--- src/rtl/msl_pkg.sv ---
// ----------------------------------------------------------------------------
// msl_pkg
// Types, codes and sizes shared by the marked sequence loader.
// ----------------------------------------------------------------------------
`default_nettype none

package msl_pkg;

  localparam int STORE_DEPTH = 64;
  localparam int ADDR_W      = (STORE_DEPTH > 1) ? $clog2(STORE_DEPTH) : 1;
  localparam int COUNT_W     = $clog2(STORE_DEPTH + 1);
  localparam int IDX_W       = 6;
  localparam int CMP_W       = COUNT_W + IDX_W;

  // commands
  localparam logic [1:0] CMD_FRAME = 2'd0;
  localparam logic [1:0] CMD_TICK  = 2'd1;
  localparam logic [1:0] CMD_READ  = 2'd2;

  // result kinds
  localparam logic [1:0] KIND_NONE    = 2'd0;
  localparam logic [1:0] KIND_POSE    = 2'd1;
  localparam logic [1:0] KIND_READ    = 2'd2;
  localparam logic [1:0] KIND_BAD_IDX = 2'd3;

  // reported sequence state
  localparam logic [1:0] SEQ_IDLE    = 2'd0;
  localparam logic [1:0] SEQ_LOADING = 2'd1;
  localparam logic [1:0] SEQ_READY   = 2'd2;
  localparam logic [1:0] SEQ_ERROR   = 2'd3;

  // events
  localparam logic [2:0] EV_NONE     = 3'd0;
  localparam logic [2:0] EV_BEGAN    = 3'd1;
  localparam logic [2:0] EV_FINISHED = 3'd2;
  localparam logic [2:0] EV_APPENDED = 3'd3;
  localparam logic [2:0] EV_OVERFLOW = 3'd4;
  localparam logic [2:0] EV_TIMEOUT  = 3'd5;
  localparam logic [2:0] EV_IGNORED  = 3'd6;

  // marker patterns
  localparam logic [31:0] BITS_FIVE  = 32'h40A0_0000;
  localparam logic [31:0] BITS_EIGHT = 32'h4100_0000;
  localparam logic [15:0] ROLL_BEGIN = 16'd5;
  localparam logic [15:0] ROLL_END   = 16'd8;
  localparam logic [7:0]  ACT_BEGIN  = 8'd5;
  localparam logic [7:0]  ACT_END    = 8'd8;

  localparam logic [15:0] TIMEOUT_RESET = 16'd30000;

  typedef enum logic [3:0] {
    LS_IDLE    = 4'b0001,
    LS_LOADING = 4'b0010,
    LS_READY   = 4'b0100,
    LS_ERROR   = 4'b1000
  } load_state_t;

  typedef struct packed {
    logic [31:0]        x;
    logic [31:0]        y;
    logic [31:0]        z;
    logic signed [15:0] roll;
    logic [7:0]         action;
  } pose_t;

  typedef struct packed {
    logic [1:0]         command;
    logic [31:0]        pos_x;
    logic [31:0]        pos_y;
    logic [31:0]        pos_z;
    logic signed [15:0] roll_tenths;
    logic [7:0]         action_code;
    logic [IDX_W-1:0]   read_index;
  } req_t;

  typedef struct packed {
    logic [1:0]         kind;
    logic [31:0]        out_x;
    logic [31:0]        out_y;
    logic [31:0]        out_z;
    logic signed [15:0] out_roll;
    logic [7:0]         out_action;
    logic [1:0]         seq_state;
    logic [COUNT_W-1:0] stored_count;
    logic               overflow_flag;
    logic [15:0]        generation;
    logic [2:0]         event_res;
  } rsp_t;

  // store access issued with an accepted item
  typedef struct packed {
    logic              we;
    logic [ADDR_W-1:0] waddr;
    pose_t             wdata;
    logic              re;
    logic [ADDR_W-1:0] raddr;
  } store_req_t;

  // step outcome, waiting on store read data when kind is KIND_READ
  typedef struct packed {
    logic [1:0]         kind;
    pose_t              shown;
    logic [1:0]         seq_state;
    logic [COUNT_W-1:0] stored_count;
    logic               overflow_flag;
    logic [15:0]        generation;
    logic [2:0]         event_res;
  } step_meta_t;

  function automatic logic [1:0] encode_state(input load_state_t s);
    logic [1:0] code;
    unique case (s)
      LS_IDLE:    code = SEQ_IDLE;
      LS_LOADING: code = SEQ_LOADING;
      LS_READY:   code = SEQ_READY;
      LS_ERROR:   code = SEQ_ERROR;
      default:    code = SEQ_IDLE;
    endcase
    return code;
  endfunction

endpackage

`default_nettype wire

--- src/rtl/msl_step.sv ---
// ----------------------------------------------------------------------------
// msl_step
// Load control: marker decode, counters, timeout and store access per item.
// ----------------------------------------------------------------------------
`default_nettype none

module msl_step
  import msl_pkg::*;
(
  input  wire         clk,
  input  wire         rst,
  input  wire         accept,
  input  req_t        req,
  input  wire         cfg_we,
  input  wire  [15:0] cfg_data,
  output store_req_t  acc,
  output step_meta_t  meta
);

  load_state_t        state, state_next;
  logic [COUNT_W-1:0] count, count_next;
  logic               ovf, ovf_next;
  logic [15:0]        gen, gen_next;
  logic [15:0]        quiet, quiet_next, quiet_inc;
  logic [15:0]        timeout;

  pose_t      f;
  logic       is_begin;
  logic       is_end;
  logic       idx_ok;
  logic       store_full;
  logic [1:0] kind;
  logic [2:0] ev;
  pose_t      shown;

  assign f.x      = req.pos_x;
  assign f.y      = req.pos_y;
  assign f.z      = req.pos_z;
  assign f.roll   = req.roll_tenths;
  assign f.action = req.action_code;

  assign is_begin = (req.pos_x == BITS_FIVE) && (req.pos_y == BITS_FIVE) &&
                    (req.pos_z == BITS_FIVE) &&
                    ($unsigned(req.roll_tenths) == ROLL_BEGIN) &&
                    (req.action_code == ACT_BEGIN);
  assign is_end   = (req.pos_x == BITS_EIGHT) && (req.pos_y == BITS_EIGHT) &&
                    (req.pos_z == BITS_EIGHT) &&
                    ($unsigned(req.roll_tenths) == ROLL_END) &&
                    (req.action_code == ACT_END);

  assign idx_ok     = (CMP_W'(req.read_index) < CMP_W'(count)) &&
                      (CMP_W'(req.read_index) < CMP_W'(STORE_DEPTH));
  assign store_full = (CMP_W'(count) >= CMP_W'(STORE_DEPTH));
  assign quiet_inc  = (quiet == 16'hFFFF) ? quiet : quiet + 16'd1;

  always_comb begin
    state_next = state;
    count_next = count;
    ovf_next   = ovf;
    gen_next   = gen;
    quiet_next = quiet;
    kind       = KIND_NONE;
    ev         = EV_NONE;
    shown      = '0;
    acc.we     = 1'b0;
    acc.re     = 1'b0;
    acc.waddr  = count[ADDR_W-1:0];
    acc.wdata  = f;
    acc.raddr  = ADDR_W'(req.read_index);
    case (req.command)
      CMD_FRAME: begin
        if (is_begin) begin
          quiet_next = '0;
          count_next = '0;
          ovf_next   = 1'b0;
          state_next = LS_LOADING;
          gen_next   = gen + 16'd1;
          ev         = EV_BEGAN;
        end else if (is_end) begin
          quiet_next = '0;
          if (state == LS_LOADING) begin
            state_next = ((count != '0) && !ovf) ? LS_READY : LS_IDLE;
          end
          gen_next = gen + 16'd1;
          ev       = EV_FINISHED;
        end else begin
          unique case (state)
            LS_LOADING: begin
              if (store_full) begin
                ovf_next   = 1'b1;
                state_next = LS_ERROR;
                gen_next   = gen + 16'd1;
                ev         = EV_OVERFLOW;
              end else begin
                acc.we     = 1'b1;
                count_next = count + COUNT_W'(1);
                quiet_next = '0;
                ev         = EV_APPENDED;
              end
            end
            LS_IDLE, LS_ERROR: begin
              shown = f;
              kind  = KIND_POSE;
            end
            default: ev = EV_IGNORED;
          endcase
        end
      end
      CMD_TICK: begin
        quiet_next = quiet_inc;
        if ((state == LS_LOADING) && (quiet_inc >= timeout)) begin
          state_next = LS_ERROR;
          gen_next   = gen + 16'd1;
          ev         = EV_TIMEOUT;
        end
      end
      CMD_READ: begin
        if (idx_ok) begin
          acc.re = 1'b1;
          kind   = KIND_READ;
        end else begin
          kind = KIND_BAD_IDX;
        end
      end
      default: ev = EV_IGNORED;
    endcase
    acc.we = acc.we & accept;
    acc.re = acc.re & accept;
  end

  assign meta.kind          = kind;
  assign meta.shown         = shown;
  assign meta.seq_state     = encode_state(state_next);
  assign meta.stored_count  = count_next;
  assign meta.overflow_flag = ovf_next;
  assign meta.generation    = gen_next;
  assign meta.event_res     = ev;

  always_ff @(posedge clk) begin
    if (rst) begin
      state   <= LS_IDLE;
      count   <= '0;
      ovf     <= 1'b0;
      gen     <= '0;
      quiet   <= '0;
      timeout <= TIMEOUT_RESET;
    end else begin
      if (accept) begin
        state <= state_next;
        count <= count_next;
        ovf   <= ovf_next;
        gen   <= gen_next;
        quiet <= quiet_next;
      end
      if (cfg_we) begin
        timeout <= cfg_data;
      end
    end
  end

endmodule

`default_nettype wire

--- config.mk ---
export PLATFORM = sky130hd
export DESIGN_NAME = msl_step
export DESIGN_NICKNAME = d
export VERILOG_FILES = /design/src/rtl/msl_pkg.sv /design/src/rtl/msl_step.sv
export SDC_FILE = /design/constraint.sdc
export NUM_CORES = 1
export LEC_CHECK = 0
export BUFFER_PORTS_ARGS = -buffer_cell sky130_fd_sc_hd__clkbuf_2
export CAP_MARGIN = 0
export CORE_AREA = 4 4 168 170
export CTS_CLUSTER_SIZE = 16
export DETAILED_ROUTE_END_ITERATION = 8
export DIE_AREA = 0 0 172 174
export HOLD_SLACK_MARGIN = 0.06
export PLACE_DENSITY = 0.61
export REMOVE_ABC_BUFFERS = 1
export SYNTH_ARGS = -nofsm -noshare
export SYNTH_HDL_FRONTEND = slang
export SYNTH_SLANG_ARGS = --single-unit
--- constraint.sdc ---
create_clock -name clk -period 4.9 [get_ports clk]
set_clock_uncertainty 0.05 [all_clocks]
set_input_delay 0.49 -clock clk [delete_from_list [all_inputs] [get_ports clk]]
set_output_delay 0.49 -clock clk [all_outputs]
set_load 0.01 [all_outputs]
==> out/metrics.yaml, run 1 <==
synth_edf_count: 0
grt_usage_pct: 24.57
vias_per_cell: 5.415
area_delta_synth_final_pct: 27.72
worst_pin_slew_ps: 833.6
ys_seq_elements: 60
relSlewSlack_pct: 44.43
drive_gt1_share_pct: 39.71
seq_area_frac_synth_pct: 17.60
synthesis.area_sq_um: 6825
crit_required_ps: 4360
ios: 433
fp.dieW_um: 172
switchingPower_mw: 0.5702
dpl.hpwl_um: 32610
post-route-period-util_pct: 95.65
rsz0062_at_grt: "no"
cp_max_fo: 33
vias: 8567
grt_util_met1_pct: 31.78
hold_viol_final: 0
cts_root_buffer: "clkbuf_16"
wl_um: 39570
dr.pass1.iters: 6
antenna_found_initial: 9
power_leakage_nw: 4.567
cp-start-kind: "register"
outcome: "completed"
setup_slack_ps: 213.1
finalSetupTns_ps: 0
cts_tree: "done"
start_util_pct: 25.54
dp_slack_ps: 292.1
avgSynthCellArea_sq_um: 7.058
maxCapViolations: 0
pwr-share-seq_pct: 29.0
met3_usage_pct: 5.276
p_clk_share_pct: 43.4
die_area_sq_um: 29930
wl_per_cell_um: 25.01
cts_sinks: 60
grt_max_degree: 104
drtIter0Drc: 803
internal_power_mw: 1.162
worstSetupEndpointType: "output pin"
antenna_left: 0
hold_class: "in -> reg"
max-vdd-ir-drop_v: 0.0001793
clk_latency_ps: 330
drcViolationCount: 0
clock_path_buffers: 2
async_flop_share_pct: 0
swShare_pct: 32.91
grt_pass1_wl_um: 54640
p_per_area_nw_per_um2: 198.7
overflow: 0
synth-main-ff-cell: "dfxtp_1"
critical_path_class: "reg -> out"
die_h_um: 174
grt_util_met2_pct: 40.41
period_needed_ps: 4687
fmax_mhz: 213.4
clk_pin_slew_ps: 60
ys_types: 59
fin_util_pct: 32.62
setup_violations: 0
pwr-share-comb_pct: 27.6
io_buffer_count: 432
drv_slew: 0
ys_warn_count: 0
cts_made_buffers: 9
first_global_vias: 7826
num_rows: 60
htree_levels: 3
synth_cells: 967
critPathArrivalTime_ps: 4150
core_area_sq_um: 26730
gp_congestion: 0.9338
busiest_layer: "met2"
nNetsFinal: 1406
## logic make-up after synthesis
logic type | share of synthesized area [%]
and+or+nand+nor | 37.27
buffers and inverters | 20.07
AOI/OAI and AO/OA | 16.26
DFF | 17.60
adders and majority gates | 5.316
xor gates and xnor gates | 1.668
muxes | 1.815
## state kept, by name, summed over array words and instances, names as in the netlist
| register | count |
|---|---|
| quiet | 16 |
| gen | 16 |
| state | 4 |
| count | 7 |
| timeout | 16 |
| ovf | 1 |
## critical path, cell delays in order (launching register included)
cell	delay, ps
dfxtp_1	370
ha_1	260
nand2_2	130
or4_4	530
nor3_4	270
nand2_1	80
nand2_1	90
ha_1	230
o211ai_1	170
a21oi_1	60
and4b_1	310
o211ai_1	190
and2_1	220
buf_12	170
or2_2	310
mux2_2	270
clkbuf_2	130
## cell usage after synthesis, types with 3 or more instances
| library cell | instances | area [sq um] |
|---|---|---|
| buf_4 | 134 | 1006 |
| and3_1 | 127 | 794.5 |
| nand2_1 | 73 | 274.0 |
| dfxtp_1 | 60 | 1201 |
| clkbuf_1 | 55 | 206.5 |
| nor2_1 | 54 | 202.7 |
| nor4_1 | 46 | 287.8 |
| a21oi_1 | 43 | 215.2 |
| inv_1 | 34 | 127.6 |
| o21ai_0 | 31 | 155.2 |
| ha_1 | 29 | 362.9 |
| nor3_1 | 29 | 145.1 |
| nand3_1 | 27 | 135.1 |
| nand4_1 | 26 | 162.7 |
| o22ai_1 | 20 | 125.1 |
| o211ai_1 | 17 | 127.6 |
| and2_1 | 12 | 75.07 |
| a31oi_1 | 11 | 68.82 |
| xnor2_1 | 11 | 96.34 |
| nand2b_1 | 10 | 62.56 |
| mux2i_1 | 9 | 90.09 |
| a211oi_1 | 8 | 60.06 |
| nor2b_1 | 8 | 50.05 |
| a32o_1 | 7 | 70.07 |
| nor4b_1 | 7 | 61.31 |
| or2_2 | 6 | 37.54 |
| or3_1 | 6 | 37.54 |
| a31o_2 | 4 | 35.03 |
| and4_1 | 4 | 35.03 |
| o21a_1 | 4 | 30.03 |
| o31ai_1 | 4 | 30.03 |
| a221oi_1 | 3 | 26.28 |
| a22o_1 | 3 | 26.28 |
| buf_2 | 3 | 15.01 |
| mux2_2 | 3 | 33.78 |
| nand4b_1 | 3 | 26.28 |
| nor4_2 | 3 | 37.54 |
| o2111ai_1 | 3 | 26.28 |
## through the flow
step                      cells  hold WS (ps)  cell area (sq um)  power, mW
final                      1582         333.8               8717      1.732
after global routing       1581         347.5               8715      1.794
after CTS                  1573         321.4               8652      1.747
after detailed placement   1557         437.9               8292     0.9892
after global placement     1557         428.1               8292     0.9873
after floorplan             773         402.8               5590     0.6543
## final cells by class
type / count / area [sq um]
timing repair buffer: 445 / 2272
inverter: 36 / 135.1
tap: 341 / 426.7
fill: 2961 / 18010
clock inverter: 7 / 123.9
multi-input combinational: 677 / 4315
sequential: 60 / 1201
antenna: 7 / 17.52
clock buffer: 9 / 225.2
## layout by cell type (no fill, tap or decap), types with 8 or more instances in the layout
| master | n |
|---|---|
| nand4_1 | 26 |
| nand3_1 | 27 |
| clkbuf_16 | 9 |
| nand2_1 | 71 |
| xnor2_1 | 11 |
| a31oi_1 | 11 |
| o22ai_1 | 20 |
| nor2_1 | 54 |
| clkbuf_2 | 432 |
| and3_1 | 127 |
| ha_1 | 29 |
| nor3_1 | 27 |
| a21oi_1 | 42 |
| dfxtp_1 | 60 |
| nand2b_1 | 10 |
| inv_1 | 34 |
| buf_4 | 12 |
| and2_1 | 12 |
| o211ai_1 | 17 |
| o21ai_0 | 31 |
| nor4_1 | 44 |
| mux2i_1 | 9 |
| a211oi_1 | 8 |
## routing by layer
layer	share of wire (%)	up-vias
met5	0.035	-
met4	3.6	4
met3	9.6	64
met2	46	543
met1	41	4011
li1	-	3945
## repair_timing
action / CTS / global route
gates resized for setup: 2 / 7
gates cloned: 0 / 0
buffers inserted: 0 / 2
endpoints found under the setup margin: 2 / 19
pin swaps: 0 / 2
hold buffers: 0 / 0
## path summary, 6_finish.rpt
path               startpoint     endpoint  slack (ps)  cells after the start
setup / recovery     quiet[1]      meta[3]         210                     16
hold / removal    cfg_data[5]   timeout[5]         330                      3
setup reg to reg     quiet[3]      gen[12]        1110                     15
hold reg to reg   timeout[15]  timeout[15]         440                      2
## power groups by stage
stage | Clock (mW) | Combinational, mW | Sequential (mW)
2_1_floorplan | 0 | 0.143 | 0.512
3_3_place_gp | 0 | 0.474 | 0.513
3_5_place_dp | 0 | 0.476 | 0.513
4_1_cts | 0.767 | 0.478 | 0.502
5_1_grt | 0.782 | 0.508 | 0.503
6_report | 0.751 | 0.479 | 0.502
Note: power is estimated with default switching activity, not from simulation.
==> inputs of run 2 (changes only) <==
--- a/config.mk
+++ b/config.mk
@@ -7,10 +7,10 @@
 export LEC_CHECK = 0
 export BUFFER_PORTS_ARGS = -buffer_cell sky130_fd_sc_hd__clkbuf_2
 export CAP_MARGIN = 0
-export CORE_AREA = 4 4 168 170
+export CORE_AREA = 2 2 166 168
 export CTS_CLUSTER_SIZE = 16
 export DETAILED_ROUTE_END_ITERATION = 8
-export DIE_AREA = 0 0 172 174
+export DIE_AREA = 0 0 168 170
 export HOLD_SLACK_MARGIN = 0.06
 export PLACE_DENSITY = 0.61
 export REMOVE_ABC_BUFFERS = 1
==> run 2 against run 1 <==
Global-route usage rose by 2.7 points. Sequential power about the same. Clock power barely moved. Non-clock buffer count grew 8. Utilization increased by 0.48 points. Maximum frequency rose by 0.53%.
==> out/metrics.yaml, run 2 (synthesis gave the netlist of run 1 again) <==
outcome: "completed"
num_rows: 60
cp_max_fo: 21
clk_pin_slew_ps: 60
grt_usage_pct: 27.25
grt_pass1_wl_um: 56750
drv_slew: 0
reg_top3: "gen x16, quiet x16, timeout x16"
finalSetupTns_ps: 0
antenna_found_initial: 11
drcViolationCount: 0
area_delta_synth_final_pct: 29.24
grt_util_met2_pct: 46.44
nFillCells: 2891
vias_per_cell: 5.476
p_per_area_nw_per_um2: 197.7
core_area_sq_um: 26650
final_cell_mix: "clkbuf_2 (432), and3_1 (127), nand2_1 (73)"
die_area_sq_um: 28560
hold_buffers: 0
drtIter0Drc: 739
wl_per_cell_um: 25.73
met3_usage_pct: 7.070
io_buffer_count: 432
wl_um: 40880
first_global_vias: 7839
hold_viol_final: 0
rsz0062_at_grt: "no"
ios: 433
overflow: 0
period_needed_ps: 4662
clock_path_buffers: 2
vias: 8701
drive_gt1_share_pct: 40.26
gp_congestion: 0.9744
cts_sinks: 60
cts_made_buffers: 9
worst_pin_slew_ps: 1089
clk_latency_ps: 340
busiest_layer: "met2"
dpl.hpwl_um: 33650
crit_required_ps: 4360
cts_root_buffer: "clkbuf_16"
grt_max_degree: 86
cp-start-kind: "register"
worstSetupEndpointType: "output pin"
post-route-period-util_pct: 95.15
maxCapViolations: 0
fmax_mhz: 214.5
fp.dieW_um: 168
grt_util_met1_pct: 34.50
setup_violations: 0
power_leakage_nw: 4.635
cts_tree: "done"
die_h_um: 170
critPathArrivalTime_ps: 4120
nNetsFinal: 1414
critical_path_class: "reg -> out"
layout_commonest_cell: "clkbuf_2"
fin_util_pct: 33.10
antenna_left: 0
relSlewSlack_pct: 27.42
start_util_pct: 25.61
hold_class: "in -> reg"
max-vdd-ir-drop_v: 0.0001554
dr.pass1.iters: 5
htree_levels: 3
==> run 2: cell types whose count changed in the layout (fill, tap and decap cells not counted), moves of 2 or more <==
cell      delta
buf_4        +6
buf_12       +2
clkinv_4     +2
nand2_1      +2
nand2_2      -2
==> run 2: through the flow <==
step / power [mW] / instances / worst slack [ps] / hold slack [ps] / area (sq um)
detailed placement: 0.9971 / 1564 / 276.2 / 434.6 / 8369
CTS: 1.751 / 1581 / 62.50 / 311.3 / 8745
finish: 1.744 / 1589 / 237.7 / 317.6 / 8821
global placement: 0.9960 / 1564 / 322.2 / 429.9 / 8369
global route: 1.801 / 1584 / 43.00 / 325.4 / 8808
floorplan: 0.6543 / 773 / -807.9 / 402.8 / 5590
==> run 2: critical path, stage by stage (launching register included) <==
cell and delay (ps):
dfxtp_1 380, ha_2 240, nand2_1 150, or4_4 560, nor3_4 180, buf_4 150
xnor2_1 100, ha_1 240, nor2_1 100, a21oi_1 70, and4b_1 320, o211ai_1 210
and2_4 230, buf_12 160, or2_2 300, mux2_2 270, clkbuf_2 130
==> run 2: final cells by class <==
| class | count | area [sq um] | area share, % |
|---|---|---|---|
| Multi-Input combinational cell | 677 | 4335 | 49.15 |
| Inverter | 36 | 135.1 | 1.532 |
| Clock buffer | 9 | 225.2 | 2.553 |
| Tap cell | 341 | 426.7 | 4.837 |
| Clock inverter | 7 | 125.1 | 1.418 |
| Sequential cell | 60 | 1201 | 13.62 |
| Timing Repair Buffer | 453 | 2357 | 26.72 |
| Antenna cell | 6 | 15.01 | 0.1702 |
==> run 2: timing repair <==
action,4_1_cts,5_1_grt
resized for setup,3,11
pin swaps,1,2
hold endpoints to repair,0,0
setup endpoints to repair,4,18
buffers inserted,1,2
==> run 2: routing by layer <==
layer | routed length [um] | share of wire (%) | vias up
li1 | - | - | 3950
met1 | 17310 | 42 | 4097
met2 | 19020 | 47 | 590
met3 | 3612 | 8.8 | 56
met4 | 891 | 2.2 | 8
met5 | 53 | 0.13 | -
==> run 2: power breakdown <==
part           internal (mW)  total (mW)  switching (mW)
sequential             0.498       0.503         0.00536
combinational          0.166       0.489           0.323
clock                  0.500       0.752           0.252
==> run 2: final timing paths <==
check | from | to | slack (ps) | cells past startpoint
worst max-delay path | quiet[1] | meta[3] | 240 | 16
worst min-delay path | cfg_data[5] | timeout[5] | 320 | 3
worst max register to register | quiet[1] | gen[9] | 1130 | 15
worst min register to register | timeout[5] | timeout[5] | 440 | 2
