<file path="config.mk">
export PLATFORM = sky130hd
export DESIGN_NAME = msl_outq
export DESIGN_NICKNAME = d
export VERILOG_FILES = /design/src/rtl/msl_pkg.sv /design/src/rtl/msl_outq.sv
export SDC_FILE = /design/constraint.sdc
export NUM_CORES = 1
export LEC_CHECK = 0
export ABC_AREA = 1
export BUFFER_PORTS_ARGS = -buffer_cell sky130_fd_sc_hd__buf_2
export CORE_AREA = 8 8 174 176
export DETAILED_ROUTE_END_ITERATION = 7
export DIE_AREA = 0 0 182 184
export GPL_TIMING_DRIVEN = 0
export PLACE_DENSITY = 0.74
export SETUP_SLACK_MARGIN = 0.15
export SYNTH_ARGS = -nofsm -noshare
export SYNTH_HDL_FRONTEND = slang
export SYNTH_SLANG_ARGS = --single-unit
</file>
<file path="constraint.sdc">
create_clock -name clk -period 10.4 [get_ports clk]
set_clock_uncertainty 0.2 [all_clocks]
set_input_delay 0.52 -clock clk [delete_from_list [all_inputs] [get_ports clk]]
set_output_delay 0.52 -clock clk [all_outputs]
set_load 0.005 [all_outputs]
</file>
<file path="src/rtl/msl_pkg.sv">
// ----------------------------------------------------------------------------
// msl_pkg
// Types, codes and sizes shared by the marked sequence loader.
// ----------------------------------------------------------------------------
`default_nettype none

package msl_pkg;

  localparam int STORE_DEPTH = 64;
  localparam int ADDR_W      = (STORE_DEPTH > 1) ? $clog2(STORE_DEPTH) : 1;
  localparam int COUNT_W     = $clog2(STORE_DEPTH + 1);
  localparam int IDX_W       = 6;
  localparam int CMP_W       = COUNT_W + IDX_W;

  // commands
  localparam logic [1:0] CMD_FRAME = 2'd0;
  localparam logic [1:0] CMD_TICK  = 2'd1;
  localparam logic [1:0] CMD_READ  = 2'd2;

  // result kinds
  localparam logic [1:0] KIND_NONE    = 2'd0;
  localparam logic [1:0] KIND_POSE    = 2'd1;
  localparam logic [1:0] KIND_READ    = 2'd2;
  localparam logic [1:0] KIND_BAD_IDX = 2'd3;

  // reported sequence state
  localparam logic [1:0] SEQ_IDLE    = 2'd0;
  localparam logic [1:0] SEQ_LOADING = 2'd1;
  localparam logic [1:0] SEQ_READY   = 2'd2;
  localparam logic [1:0] SEQ_ERROR   = 2'd3;

  // events
  localparam logic [2:0] EV_NONE     = 3'd0;
  localparam logic [2:0] EV_BEGAN    = 3'd1;
  localparam logic [2:0] EV_FINISHED = 3'd2;
  localparam logic [2:0] EV_APPENDED = 3'd3;
  localparam logic [2:0] EV_OVERFLOW = 3'd4;
  localparam logic [2:0] EV_TIMEOUT  = 3'd5;
  localparam logic [2:0] EV_IGNORED  = 3'd6;

  // marker patterns
  localparam logic [31:0] BITS_FIVE  = 32'h40A0_0000;
  localparam logic [31:0] BITS_EIGHT = 32'h4100_0000;
  localparam logic [15:0] ROLL_BEGIN = 16'd5;
  localparam logic [15:0] ROLL_END   = 16'd8;
  localparam logic [7:0]  ACT_BEGIN  = 8'd5;
  localparam logic [7:0]  ACT_END    = 8'd8;

  localparam logic [15:0] TIMEOUT_RESET = 16'd30000;

  typedef enum logic [3:0] {
    LS_IDLE    = 4'b0001,
    LS_LOADING = 4'b0010,
    LS_READY   = 4'b0100,
    LS_ERROR   = 4'b1000
  } load_state_t;

  typedef struct packed {
    logic [31:0]        x;
    logic [31:0]        y;
    logic [31:0]        z;
    logic signed [15:0] roll;
    logic [7:0]         action;
  } pose_t;

  typedef struct packed {
    logic [1:0]         command;
    logic [31:0]        pos_x;
    logic [31:0]        pos_y;
    logic [31:0]        pos_z;
    logic signed [15:0] roll_tenths;
    logic [7:0]         action_code;
    logic [IDX_W-1:0]   read_index;
  } req_t;

  typedef struct packed {
    logic [1:0]         kind;
    logic [31:0]        out_x;
    logic [31:0]        out_y;
    logic [31:0]        out_z;
    logic signed [15:0] out_roll;
    logic [7:0]         out_action;
    logic [1:0]         seq_state;
    logic [COUNT_W-1:0] stored_count;
    logic               overflow_flag;
    logic [15:0]        generation;
    logic [2:0]         event_res;
  } rsp_t;

  // store access issued with an accepted item
  typedef struct packed {
    logic              we;
    logic [ADDR_W-1:0] waddr;
    pose_t             wdata;
    logic              re;
    logic [ADDR_W-1:0] raddr;
  } store_req_t;

  // step outcome, waiting on store read data when kind is KIND_READ
  typedef struct packed {
    logic [1:0]         kind;
    pose_t              shown;
    logic [1:0]         seq_state;
    logic [COUNT_W-1:0] stored_count;
    logic               overflow_flag;
    logic [15:0]        generation;
    logic [2:0]         event_res;
  } step_meta_t;

  function automatic logic [1:0] encode_state(input load_state_t s);
    logic [1:0] code;
    unique case (s)
      LS_IDLE:    code = SEQ_IDLE;
      LS_LOADING: code = SEQ_LOADING;
      LS_READY:   code = SEQ_READY;
      LS_ERROR:   code = SEQ_ERROR;
      default:    code = SEQ_IDLE;
    endcase
    return code;
  endfunction

endpackage

`default_nettype wire

</file>
<file path="src/rtl/msl_outq.sv">
// ----------------------------------------------------------------------------
// msl_outq
// Two result stages: one waits on store read data, one drives the port.
// ----------------------------------------------------------------------------
`default_nettype none

module msl_outq
  import msl_pkg::*;
(
  input  wire        clk,
  input  wire        rst,
  input  wire        accept,
  input  step_meta_t meta,
  input  pose_t      rdata,
  output logic       busy,
  output logic       rsp_valid,
  input  wire        rsp_stall,
  output rsp_t       rsp
);

  logic       b_valid;
  step_meta_t b_meta;
  logic       b_adv;
  pose_t      pose;
  rsp_t       fmt;

  assign b_adv = !rsp_valid || !rsp_stall;
  assign busy  = b_valid && !b_adv;

  // read data is held in the store's output register, captured at the edge that takes the item
  assign pose = (b_meta.kind == KIND_READ) ? rdata : b_meta.shown;

  assign fmt.kind          = b_meta.kind;
  assign fmt.out_x         = pose.x;
  assign fmt.out_y         = pose.y;
  assign fmt.out_z         = pose.z;
  assign fmt.out_roll      = pose.roll;
  assign fmt.out_action    = pose.action;
  assign fmt.seq_state     = b_meta.seq_state;
  assign fmt.stored_count  = b_meta.stored_count;
  assign fmt.overflow_flag = b_meta.overflow_flag;
  assign fmt.generation    = b_meta.generation;
  assign fmt.event_res     = b_meta.event_res;

  always_ff @(posedge clk) begin
    if (rst) begin
      b_valid   <= 1'b0;
      rsp_valid <= 1'b0;
    end else begin
      if (b_adv) begin
        rsp_valid <= b_valid;
      end
      if (accept) begin
        b_valid <= 1'b1;
      end else if (b_adv) begin
        b_valid <= 1'b0;
      end
    end
  end

  always_ff @(posedge clk) begin
    if (b_adv && b_valid) begin
      rsp <= fmt;
    end
    if (accept) begin
      b_meta <= meta;
    end
  end

endmodule

`default_nettype wire

</file>
==> results.json, run 1 <==
{
  "num_rows": 61,
  "ant_nets": 0,
  "p_leak_nw": 6.94,
  "clk_pin_slew_worst_paths_ns": 0.06,
  "start_kind": "register",
  "rsz0062_at_grt": "false",
  "grt_pass1_vias": 8758,
  "grt_pass1_wl_um": 49900,
  "final_common_cell": "buf_2",
  "synth-compound-area-share_pct": 0.139,
  "max_slew_margin_pct": 47.2,
  "min_period_over_period_pct": 21.9,
  "final.setup.tns_ns": 0,
  "die_h_um": 184,
  "clock_path_buffers": 3,
  "ys_ff_latch": 304,
  "path_buf_inv": 4,
  "routed_wl_um": 33600,
  "drt_iter0_drc": 515,
  "cpMostUsedCell": "buf_12",
  "reg2reg_setup_slack_ns": 8.12,
  "nFillCells": 2095,
  "synth-seq-area-share_pct": 84.0,
  "cp-end-kind": "register",
  "ios": 428,
  "cts_resized": 0,
  "start_util_pct": 39.5,
  "period_minus_slack_ns": 2.28,
  "muxShareOfSynthArea_pct": 0,
  "cts_setup_buffers": 0,
  "synth_fa_ha_area_share_pct": 0,
  "die_w_um": 182,
  "cp.arrival_ns": 2.31,
  "place_congestion": 0.833,
  "fmax_ghz": 0.439,
  "clock_latency_ns": 0.54,
  "holdPathStages": 3,
  "min_path_type": "in -> reg",
  "yosys.area_share.simple_pct": 14.0,
  "crit_required_ns": 10.43,
  "yosysTopAreaCell": "edfxtp_1",
  "slowest_delay_ns": 0.61,
  "critPathMaxFanout": 29,
  "area_delta_synth_final_pct": 47.7,
  "die-area_um2": 33500,
  "final_cell_mix": "459 x buf_2, 302 x edfxtp_1, 242 x nand2_1",
  "final_cells": 1702,
  "nNetsFinal": 1606,
  "synth_xor_area_share_pct": 0,
  "use_met1_pct": 20.6,
  "syn_area_um2": 10800,
  "dp_cells": 1492,
  "core_um2": 27500,
  "dpl.hpwl_um": 22900,
  "synth_cells": 713,
  "grtUsageMet3_pct": 5.38,
  "tritoncts": "built",
  "power.density_nw_per_um2": 175,
  "setup_violations": 0,
  "reg2reg_to": "rsp[108]",
  "tightest_slew_ns": 0.789,
  "finalMaxSlewViolations": 0,
  "crit_path_top_delay_cell": "a21oi_4",
  "cts.sinks": 304,
  "vias_per_cell": 4.76,
  "vdd_drop_max_mv": 0.165,
  "htree_levels": 1,
  "grt_use_total_pct": 19.3,
  "timing.final.hold_violations": 0,
  "maxCapViolations": 0,
  "reg2regPathDepth": 5,
  "outcome": "completed",
  "vias": 8108,
  "grt_max_degree": 80,
  "met2_usage_pct": 35.4,
  "cp_top_family": "buffers and inverters",
  "synth_top_family_by_area": "simple AND/OR/NAND/NOR gates",
  "wl_per_cell_um": 19.7,
  "synth_cell_types": 9,
  "synth.avg_cell_area_um2": 15.2,
  "hold_path.startpoint": "rdata[36]",
  "clockRootBuffer": "clkbuf_16",
  "grt-ovfl-total": 0,
  "crit_type": "reg -> reg",
  "top_usage_layer": "met2",
  "synth.top_cell.area_share_pct": 83.7,
  "grt_antenna_before_repair": 2,
  "dr.pass1.iters": 5,
  "worstReg2RegStart": "b_valid",
  "cts_buffers": 31,
  "ys_top_cells_by_area": "edfxtp_1 84%, nand2_1 8.4%, nand3_1 5.6%",
  "cp_cell_sequence": "inv_1 > a21oi_4 > buf_12 > buf_12 > buf_12",
  "min_to": "rsp[65]",
  "syn_nets": 988,
  "drc": 0,
  "yosysWarnings": 0,
  "port_buffers": 427,
  "layout-drive-gt1-share_pct": 37.2
}
==> worst min-delay path, stage by stage <==
cell and delay [ns]:
buf_2 0.08, nand3_1 0.06, nand2_1 0.06
==> report_power, final <==
group | total [mW] | switching, mW | internal, mW
clock network | 1.03 | 0.438 | 0.595
logic | 0.287 | 0.153 | 0.134
registers | 1.48 | 0.0232 | 1.46
==> cells in the mapped netlist <==
library cell / number
dfxtp_1: 2
nand3_1: 121
nand2_1: 242
a21oi_1: 3
inv_1: 4
clkbuf_1: 5
buf_1: 1
edfxtp_1: 302
buf_2: 33
==> worst max path at each step <==
| stage | from | end | slack, ns | depth (start not counted) |
|---|---|---|---|---|
| finish | b_valid | rsp[108] | 8.12 | 5 |
| global route | b_valid | rsp[108] | 8.00 | 5 |
| CTS | b_valid | rsp[108] | 8.11 | 5 |
| detailed placement | rsp_stall | rsp[106] | 7.84 | 5 |
| global placement | rsp_stall | rsp[106] | -1.70 | 2 |
| floorplan | rsp_stall | rsp[0] | 1.69 | 1 |
==> sequential cells by signal (all words and copies together), names as in the netlist <==
signal,flops
rsp_valid,1
b_meta,151
rsp,151
b_valid,1
==> repair_timing <==
item | 4_1_cts | 5_1_grt
endpoints found under the setup margin | 0 | 0
hold buffers | 152 | 0
endpoints found under the hold margin | 153 | 0
==> stage by stage <==
| step | hold WS (ns) | cell area (µm²) | power [mW] | worst slack, ns | util [%] |
|---|---|---|---|---|---|
| finish | 0.0746 | 16000 | 2.80 | 8.12 | 58.3 |
| global route | 0.0541 | 16000 | 2.90 | 8.00 | 58.3 |
| CTS | 0.0253 | 16000 | 2.82 | 8.11 | 58.3 |
| detailed placement | 0.205 | 13600 | 1.74 | 7.84 | 49.3 |
| global placement | 0.201 | 13400 | 1.74 | -1.70 | 48.8 |
| floorplan | 0.200 | 10800 | 1.60 | 1.69 | - |
==> routing by layer <==
| layer | routed length, µm | part of all wire (%) | vias up |
|---|---|---|---|
| li1 | - | - | 3807 |
| met1 | 11700 | 35 | 3794 |
| met2 | 17600 | 52 | 419 |
| met3 | 2810 | 8.4 | 86 |
| met4 | 1450 | 4.3 | 2 |
| met5 | 13 | 0.039 | - |
==> final cells by class <==
type / instances / area (µm²) / area share (%)
antenna: 1 / 2.50 / 0.0156
timing repair buffer: 585 / 3790 / 23.7
inverter: 4 / 15.0 / 0.0938
clock inverter: 16 / 121 / 0.758
tap: 346 / 433 / 2.70
clock buffer: 41 / 813 / 5.08
buffer: 39 / 188 / 1.17
multi-input combinational: 366 / 1540 / 9.62
sequential: 304 / 9110 / 56.9
==> cell families after synthesis <==
group / after synthesis
AOI/OAI and AO/OA: 3
DFF: 304
buffers and inverters: 43
and+or+nand+nor: 363
(Power assumes the default switching activity.)
==> run 2: changes to the inputs <==
--- a/config.mk
+++ b/config.mk
@@ -11,7 +11,7 @@
 export DETAILED_ROUTE_END_ITERATION = 7
 export DIE_AREA = 0 0 182 184
 export GPL_TIMING_DRIVEN = 0
-export PLACE_DENSITY = 0.74
+export PLACE_DENSITY = 0.77
 export SETUP_SLACK_MARGIN = 0.15
 export SYNTH_ARGS = -nofsm -noshare
 export SYNTH_HDL_FRONTEND = slang
==> constraint.sdc (replaced) <==
create_clock -name clk -period 1.96 [get_ports clk]
set_clock_uncertainty 0.2 [all_clocks]
set_input_delay 0.098 -clock clk [delete_from_list [all_inputs] [get_ports clk]]
set_output_delay 0.098 -clock clk [all_outputs]
set_load 0.005 [all_outputs]
==> results.json, run 2 (synthesis gave the netlist of run 1 again) <==
{
  "clockRootBuffer": "clkbuf_16",
  "num_rows": 61,
  "vdd_drop_max_mv": 0.976,
  "finalMaxSlewViolations": 0,
  "final.setup.tns_ns": 0,
  "largestRegisters": "b_meta: 151 flops, rsp: 151 flops",
  "grt_max_degree": 81,
  "setup_violations": 0,
  "holdPathStages": 2,
  "start_kind": "register",
  "crit_path_top_delay_cell": "edfxtp_1",
  "period_minus_slack_ns": 1.75,
  "grt_pass1_vias": 9731,
  "dr.pass1.iters": 5,
  "slowest_delay_ns": 0.38,
  "die-area_um2": 33500,
  "worstReg2RegStart": "b_meta[149]",
  "drc": 0,
  "p_leak_nw": 7.49,
  "wl_per_cell_um": 20.8,
  "max_slew_margin_pct": 65.8,
  "vias_per_cell": 4.84,
  "vias": 8906,
  "port_buffers": 427,
  "crit_type": "reg -> reg",
  "start_util_pct": 39.5,
  "cts_buffers": 31,
  "final_cell_mix": "456 x buf_2, 302 x edfxtp_1, 275 x dlygate4sd3_1",
  "cp.arrival_ns": 1.84,
  "tritoncts": "built",
  "cp-end-kind": "register",
  "cts.sinks": 304,
  "grt_use_total_pct": 21.9,
  "outcome": "completed",
  "core_um2": 27500,
  "drt_iter0_drc": 661,
  "place_congestion": 0.861,
  "ant_nets": 0,
  "power.density_nw_per_um2": 880,
  "min_path_type": "in -> reg",
  "startpoint": "b_meta[149]",
  "timing.final.hold_violations": 0,
  "reg2reg_to": "rsp[110]",
  "grt-ovfl-total": 0,
  "cp_cell_sequence": "inv_1 > nand2_1 > clkbuf_4 > buf_2 > nand2_1 > nand2_1",
  "maxCapViolations": 0,
  "reg2reg_setup_slack_ns": 0.21,
  "nNetsFinal": 1732,
  "rsz0062_at_grt": "false",
  "hold_ws_ns": 0.0511,
  "p_total_mw": 15.2,
  "clk_pin_slew_worst_paths_ns": 0.06,
  "grt_antenna_before_repair": 13,
  "clock_path_buffers": 3,
  "grt_pass1_wl_um": 56100,
  "min_to": "b_meta[125]",
  "cpMostUsedCell": "nand2_1",
  "routed_wl_um": 38300,
  "ios": 428,
  "hold_path.startpoint": "meta[125]",
  "crit_required_ns": 2.05,
  "path_buf_inv": 3,
  "layout-drive-gt1-share_pct": 34.7,
  "min_period_over_period_pct": 89.1,
  "die_h_um": 184,
  "fmax_ghz": 0.573,
  "final_common_cell": "buf_2",
  "area_delta_synth_final_pct": 59.8,
  "cp_top_family": "buffers and inverters",
  "clock_latency_ns": 0.56,
  "critPathMaxFanout": 10,
  "htree_levels": 1,
  "reg2regPathDepth": 6,
  "die_w_um": 182,
  "dpl.hpwl_um": 23600,
  "tightest_slew_ns": 0.513
}
-- run 2: worst register-to-register path, stage by stage, from the launching register on --
cell and delay, ns:
edfxtp_1 0.38, inv_1 0.12, nand2_1 0.09, clkbuf_4 0.25, buf_2 0.25, nand2_1 0.10
nand2_1 0.09
-- run 2: layout make-up --
class / count / area (µm²)
fillers: 1912 / 10100
clock inverters: 19 / 144
diodes: 11 / 27.5
clock buffers: 39 / 806
repair buffers: 711 / 5050
plain buffers: 39 / 195
well taps: 346 / 433
flip-flops and latches: 304 / 9110
multi-input cells: 366 / 1540
inverters: 4 / 15.0
-- run 2: worst max path at each step --
stage,end,slack (ns),cells past startpoint
after floorplan,rsp[0],-1.50,1
after global placement,rsp[112],-2.68,1
after detailed placement,rsp[123],-0.007,3
after CTS,rsp[110],0.21,5
after global routing,rsp[103],0.15,6
final,rsp[110],0.21,6
-- run 2: timing repair --
action	CTS	global route
buffers inserted	3	0
resized for setup	0	6
pin swaps	1	0
endpoints found under the setup margin	58	22
endpoints found under the hold margin	413	0
hold buffers	275	0
gates cloned	0	0
-- run 2: power breakdown --
group	internal, mW	switching (mW)	leakage, nW
clock	3.16	2.44	0.462
combinational	0.881	0.901	4.11
sequential	7.72	0.138	2.92
-- run 2: metrics by stage --
step / setup slack, ns / util, % / instances / area (µm²)
after floorplan: -1.50 / - / 713 / 10900
after global placement: -2.68 / 48.9 / 1486 / 13400
after detailed placement: -0.00711 / 49.3 / 1492 / 13600
after CTS: 0.210 / 62.9 / 1828 / 17300
after global routing: 0.152 / 63.1 / 1839 / 17300
final: 0.214 / 63.1 / 1839 / 17300
-- run 2: per-layer routing --
| metal | part of all wire (%) | track usage, % |
|---|---|---|
| met5 | 0.070 | 0 |
| met4 | 4.7 | 11.2 |
| met3 | 9.6 | 7.04 |
| met2 | 52 | 39.7 |
| met1 | 33 | 22.4 |
==> run 3: changes to the inputs <==
--- a/config.mk
+++ b/config.mk
@@ -5,11 +5,10 @@
 export SDC_FILE = /design/constraint.sdc
 export NUM_CORES = 1
 export LEC_CHECK = 0
-export ABC_AREA = 1
 export BUFFER_PORTS_ARGS = -buffer_cell sky130_fd_sc_hd__buf_2
-export CORE_AREA = 8 8 174 176
+export CORE_AREA = 8 8 176 178
 export DETAILED_ROUTE_END_ITERATION = 7
-export DIE_AREA = 0 0 182 184
+export DIE_AREA = 0 0 184 186
 export GPL_TIMING_DRIVEN = 0
 export PLACE_DENSITY = 0.77
 export SETUP_SLACK_MARGIN = 0.15
==> results.json, run 3 <==
{
  "ys_top_cells_by_area": "edfxtp_1 82%, mux2_4 14%, mux2_2 2.0%",
  "synth.top_cell.area_share_pct": 81.6,
  "yosysTopAreaCell": "edfxtp_1",
  "synth_cells": 444,
  "synthArstFlopShare_pct": 0,
  "synth_top_family_by_area": "multiplexers",
  "synth_fa_ha_area_share_pct": 0,
  "synth-compound-area-share_pct": 0.169,
  "lastStage": "4_1_cts",
  "syn_nets": 719,
  "ios": 428,
  "cts.sinks": 304,
  "ys_ff_latch": 304,
  "num_rows": 62,
  "htree_levels": 1,
  "muxShareOfSynthArea_pct": 15.5,
  "synth_edf_count": 302,
  "clock_path_buffers": 3,
  "yosys.area_share.simple_pct": 0.248,
  "place_congestion": 0.824,
  "dpl.hpwl_um": 20700,
  "synth_cell_types": 12,
  "synth.avg_cell_area_um2": 25.0,
  "die_w_um": 184,
  "cts_setup_buffers": 2,
  "die_h_um": 186,
  "synth.most_common_cell": "edfxtp_1",
  "synth-seq-area-share_pct": 81.9,
  "start_util_pct": 39.4,
  "synthFlopType": "edfxtp_1",
  "outcome": "stopped before the end",
  "yosysWarnings": 0,
  "cts_hold_buf": 265,
  "synthTopCellsByCount": "302 x edfxtp_1, 100 x mux2_4, 20 x mux2_2",
  "cts_buffers": 30,
  "synth_xor_area_share_pct": 0,
  "cts_resized": 0,
  "port_buffers": 427,
  "syn_area_um2": 11100,
  "clockRootBuffer": "clkbuf_16",
  "first-error": "[ERROR RSZ-0060] Max buffer count reached.",
  "dp_cells": 1261
}
## run 3: changes by cell type after synthesis, moves of 2 or more
cell	change
buf_12	+11
mux2_2	+20
a21oi_1	-2
nand3_1	-121
mux2_4	+100
buf_4	+2
buf_2	-33
inv_1	-4
nand2_1	-242
clkbuf_1	-5
nor2_1	+2
## run 3: through the flow
step | area (µm²) | worst slack [ns]
2_1_floorplan | 11100 | -1.53
3_3_place_gp | 13700 | -2.67
3_5_place_dp | 13900 | -0.308
## run 3: cells by family after synthesis
family / after synthesis
AOI/OAI and AO/OA: 3
and+or+nand+nor: 4
DFF: 304
muxes: 120
buffers and inverters: 13
==> run 4: changes to the inputs <==
--- a/config.mk
+++ b/config.mk
@@ -6,12 +6,11 @@
 export NUM_CORES = 1
 export LEC_CHECK = 0
 export BUFFER_PORTS_ARGS = -buffer_cell sky130_fd_sc_hd__buf_2
-export CORE_AREA = 8 8 176 178
+export CORE_AREA = 8 8 220 222
 export DETAILED_ROUTE_END_ITERATION = 7
-export DIE_AREA = 0 0 184 186
+export DIE_AREA = 0 0 228 230
 export GPL_TIMING_DRIVEN = 0
-export PLACE_DENSITY = 0.77
-export SETUP_SLACK_MARGIN = 0.15
+export PLACE_DENSITY_LB_ADDON = 0.15
 export SYNTH_ARGS = -nofsm -noshare
 export SYNTH_HDL_FRONTEND = slang
 export SYNTH_SLANG_ARGS = --single-unit
==> constraint.sdc (replaced) <==
create_clock -name clk -period 2.5 [get_ports clk]
set_clock_uncertainty 0.2 [all_clocks]
set_input_delay 0.125 -clock clk [delete_from_list [all_inputs] [get_ports clk]]
set_output_delay 0.125 -clock clk [all_outputs]
set_load 0.005 [all_outputs]
==> results.json, run 4 <==
{
  "outcome": "completed",
  "drt_iter0_drc": 278,
  "maxCapViolations": 0,
  "synthFlopType": "edfxtp_1",
  "grt-ovfl-total": 0,
  "cp-end-kind": "register",
  "area_delta_synth_final_pct": 63.2,
  "wl_per_cell_um": 17.9,
  "power.density_nw_per_um2": 699,
  "synthArstFlopShare_pct": 0,
  "final_cell_mix": "426 x buf_2, 302 x edfxtp_1, 276 x dlygate4sd3_1",
  "ys_top_cells_by_area": "edfxtp_1 82%, mux2_4 14%, mux2_2 2.0%",
  "yosysTopAreaCell": "edfxtp_1",
  "placed_area_um2": 14200,
  "setup_violations": 0,
  "clock_path_buffers": 3,
  "grt_max_degree": 95,
  "drc": 0,
  "core_um2": 44900,
  "place_ws_ns": 0.272,
  "yosysWarnings": 0,
  "layout-drive-gt1-share_pct": 50.9,
  "cp.arrival_ns": 2.22,
  "syn_nets": 719,
  "port_buffers": 427,
  "die_w_um": 228,
  "syn_area_um2": 11100,
  "tritoncts": "built",
  "dr.pass1.iters": 4,
  "synth_cell_types": 12,
  "htree_levels": 2,
  "synth_cells": 444,
  "largestRegisters": "b_meta: 151 flops, rsp: 151 flops",
  "ios": 428,
  "synth.avg_cell_area_um2": 25.0,
  "die_h_um": 230,
  "ant_nets": 0,
  "vias_per_cell": 3.83,
  "grt_pass1_vias": 8065,
  "synth.top_cell.area_share_pct": 81.6,
  "crit_type": "reg -> reg",
  "fmax_ghz": 0.459,
  "ys_ff_latch": 304,
  "grt_pass1_wl_um": 48600,
  "dpl.hpwl_um": 22700,
  "nNetsFinal": 1469,
  "critPathMaxFanout": 24,
  "synth_edf_count": 302,
  "p_total_mw": 12.7,
  "vdd_drop_max_mv": 0.486,
  "p_leak_nw": 7.35,
  "synthTopCellsByCount": "302 x edfxtp_1, 100 x mux2_4, 20 x mux2_2",
  "worst_slack_ns": 0.321,
  "timing.final.hold_violations": 0,
  "period_minus_slack_ns": 2.18,
  "num_rows": 78,
  "clockRootBuffer": "clkbuf_16",
  "final_common_cell": "buf_2",
  "clock_latency_ns": 0.53,
  "cts_buffers": 37,
  "final_cells": 1826,
  "cts.sinks": 304,
  "max_slew_margin_pct": 43.7,
  "final_cell_area_um2": 18100,
  "min_period_over_period_pct": 87.2,
  "grt_use_total_pct": 12.1,
  "clk_pin_slew_worst_paths_ns": 0.06,
  "place_congestion": 0.728,
  "rsz0062_at_grt": "false",
  "routed_wl_um": 32700,
  "tightest_slew_ns": 0.843,
  "final.setup.tns_ns": 0,
  "finalMaxSlewViolations": 0,
  "synth.most_common_cell": "edfxtp_1",
  "cts_setup_buffers": 0,
  "start_util_pct": 24.8,
  "dp_cells": 1479,
  "crit_required_ns": 2.54,
  "start_kind": "register",
  "cts_resized": 0,
  "min_path_type": "in -> reg",
  "synth-seq-area-share_pct": 81.9,
  "die-area_um2": 52400,
  "vias": 6998,
  "grt_antenna_before_repair": 5
}
[run 4: cell type report]
type / instances / area, µm²
fill: 4189 / 26700
sequential: 304 / 9110
timing repair buffer: 711 / 5100
multi-input combinational: 127 / 1780
clock buffer: 48 / 1010
tap: 600 / 751
buffer: 13 / 235
clock inverter: 19 / 145
antenna: 4 / 10.0
[run 4: worst paths after layout]
kind / from / to / slack, ns / cells after the start
setup / recovery: b_valid / rsp[71] / 0.32 / 4
hold / removal: meta[67] / b_meta[67] / 0.09 / 2
setup reg to reg: b_valid / rsp[71] / 0.32 / 4
hold reg to reg: b_meta[14] / rsp[14] / 0.21 / 0
[run 4: logic make-up after synthesis]
logic type,Yosys count,synth area share (%)
compound gates,3,0.169
buf+inv,13,2.12
flops,304,81.9
mux,120,15.5
simple gates,4,0.248
[run 4: stage by stage]
step	hold slack, ns	utilization (%)
floorplan	-0.0100	-
global placement	0.0966	31.2
detailed placement	0.0988	31.7
CTS	0.0442	40.4
global route	0.0637	40.4
finish	0.0909	40.4
[run 4: worst max-delay path: stages, from the launching register on]
cell      delay, ns
dfxtp_2        0.34
a21boi_4       0.69
buf_12         0.28
buf_16         0.18
buf_16         0.16
[run 4: layer usage]
metal	global-route usage (%)	vias up	wire [µm]
met2	21.4	249	16900
met4	5.09	2	954
met3	4.70	60	2590
met5	0	-	13
li1	-	3298	-
met1	12.7	3389	12300
[run 4: power by group]
| part | internal [mW] | total, mW | switching [mW] |
|---|---|---|---|
| clock | 3.06 | 5.14 | 2.08 |
| combinational | 0.908 | 1.42 | 0.511 |
| sequential | 6.04 | 6.13 | 0.0833 |
| total | 10.0 | 12.7 | 2.68 |
[run 4: what timing repair did]
action                                  in CTS  in global routing
hold buffers                               276                  0
endpoints found under the hold margin      344                  0
endpoints found under the setup margin       0                  0
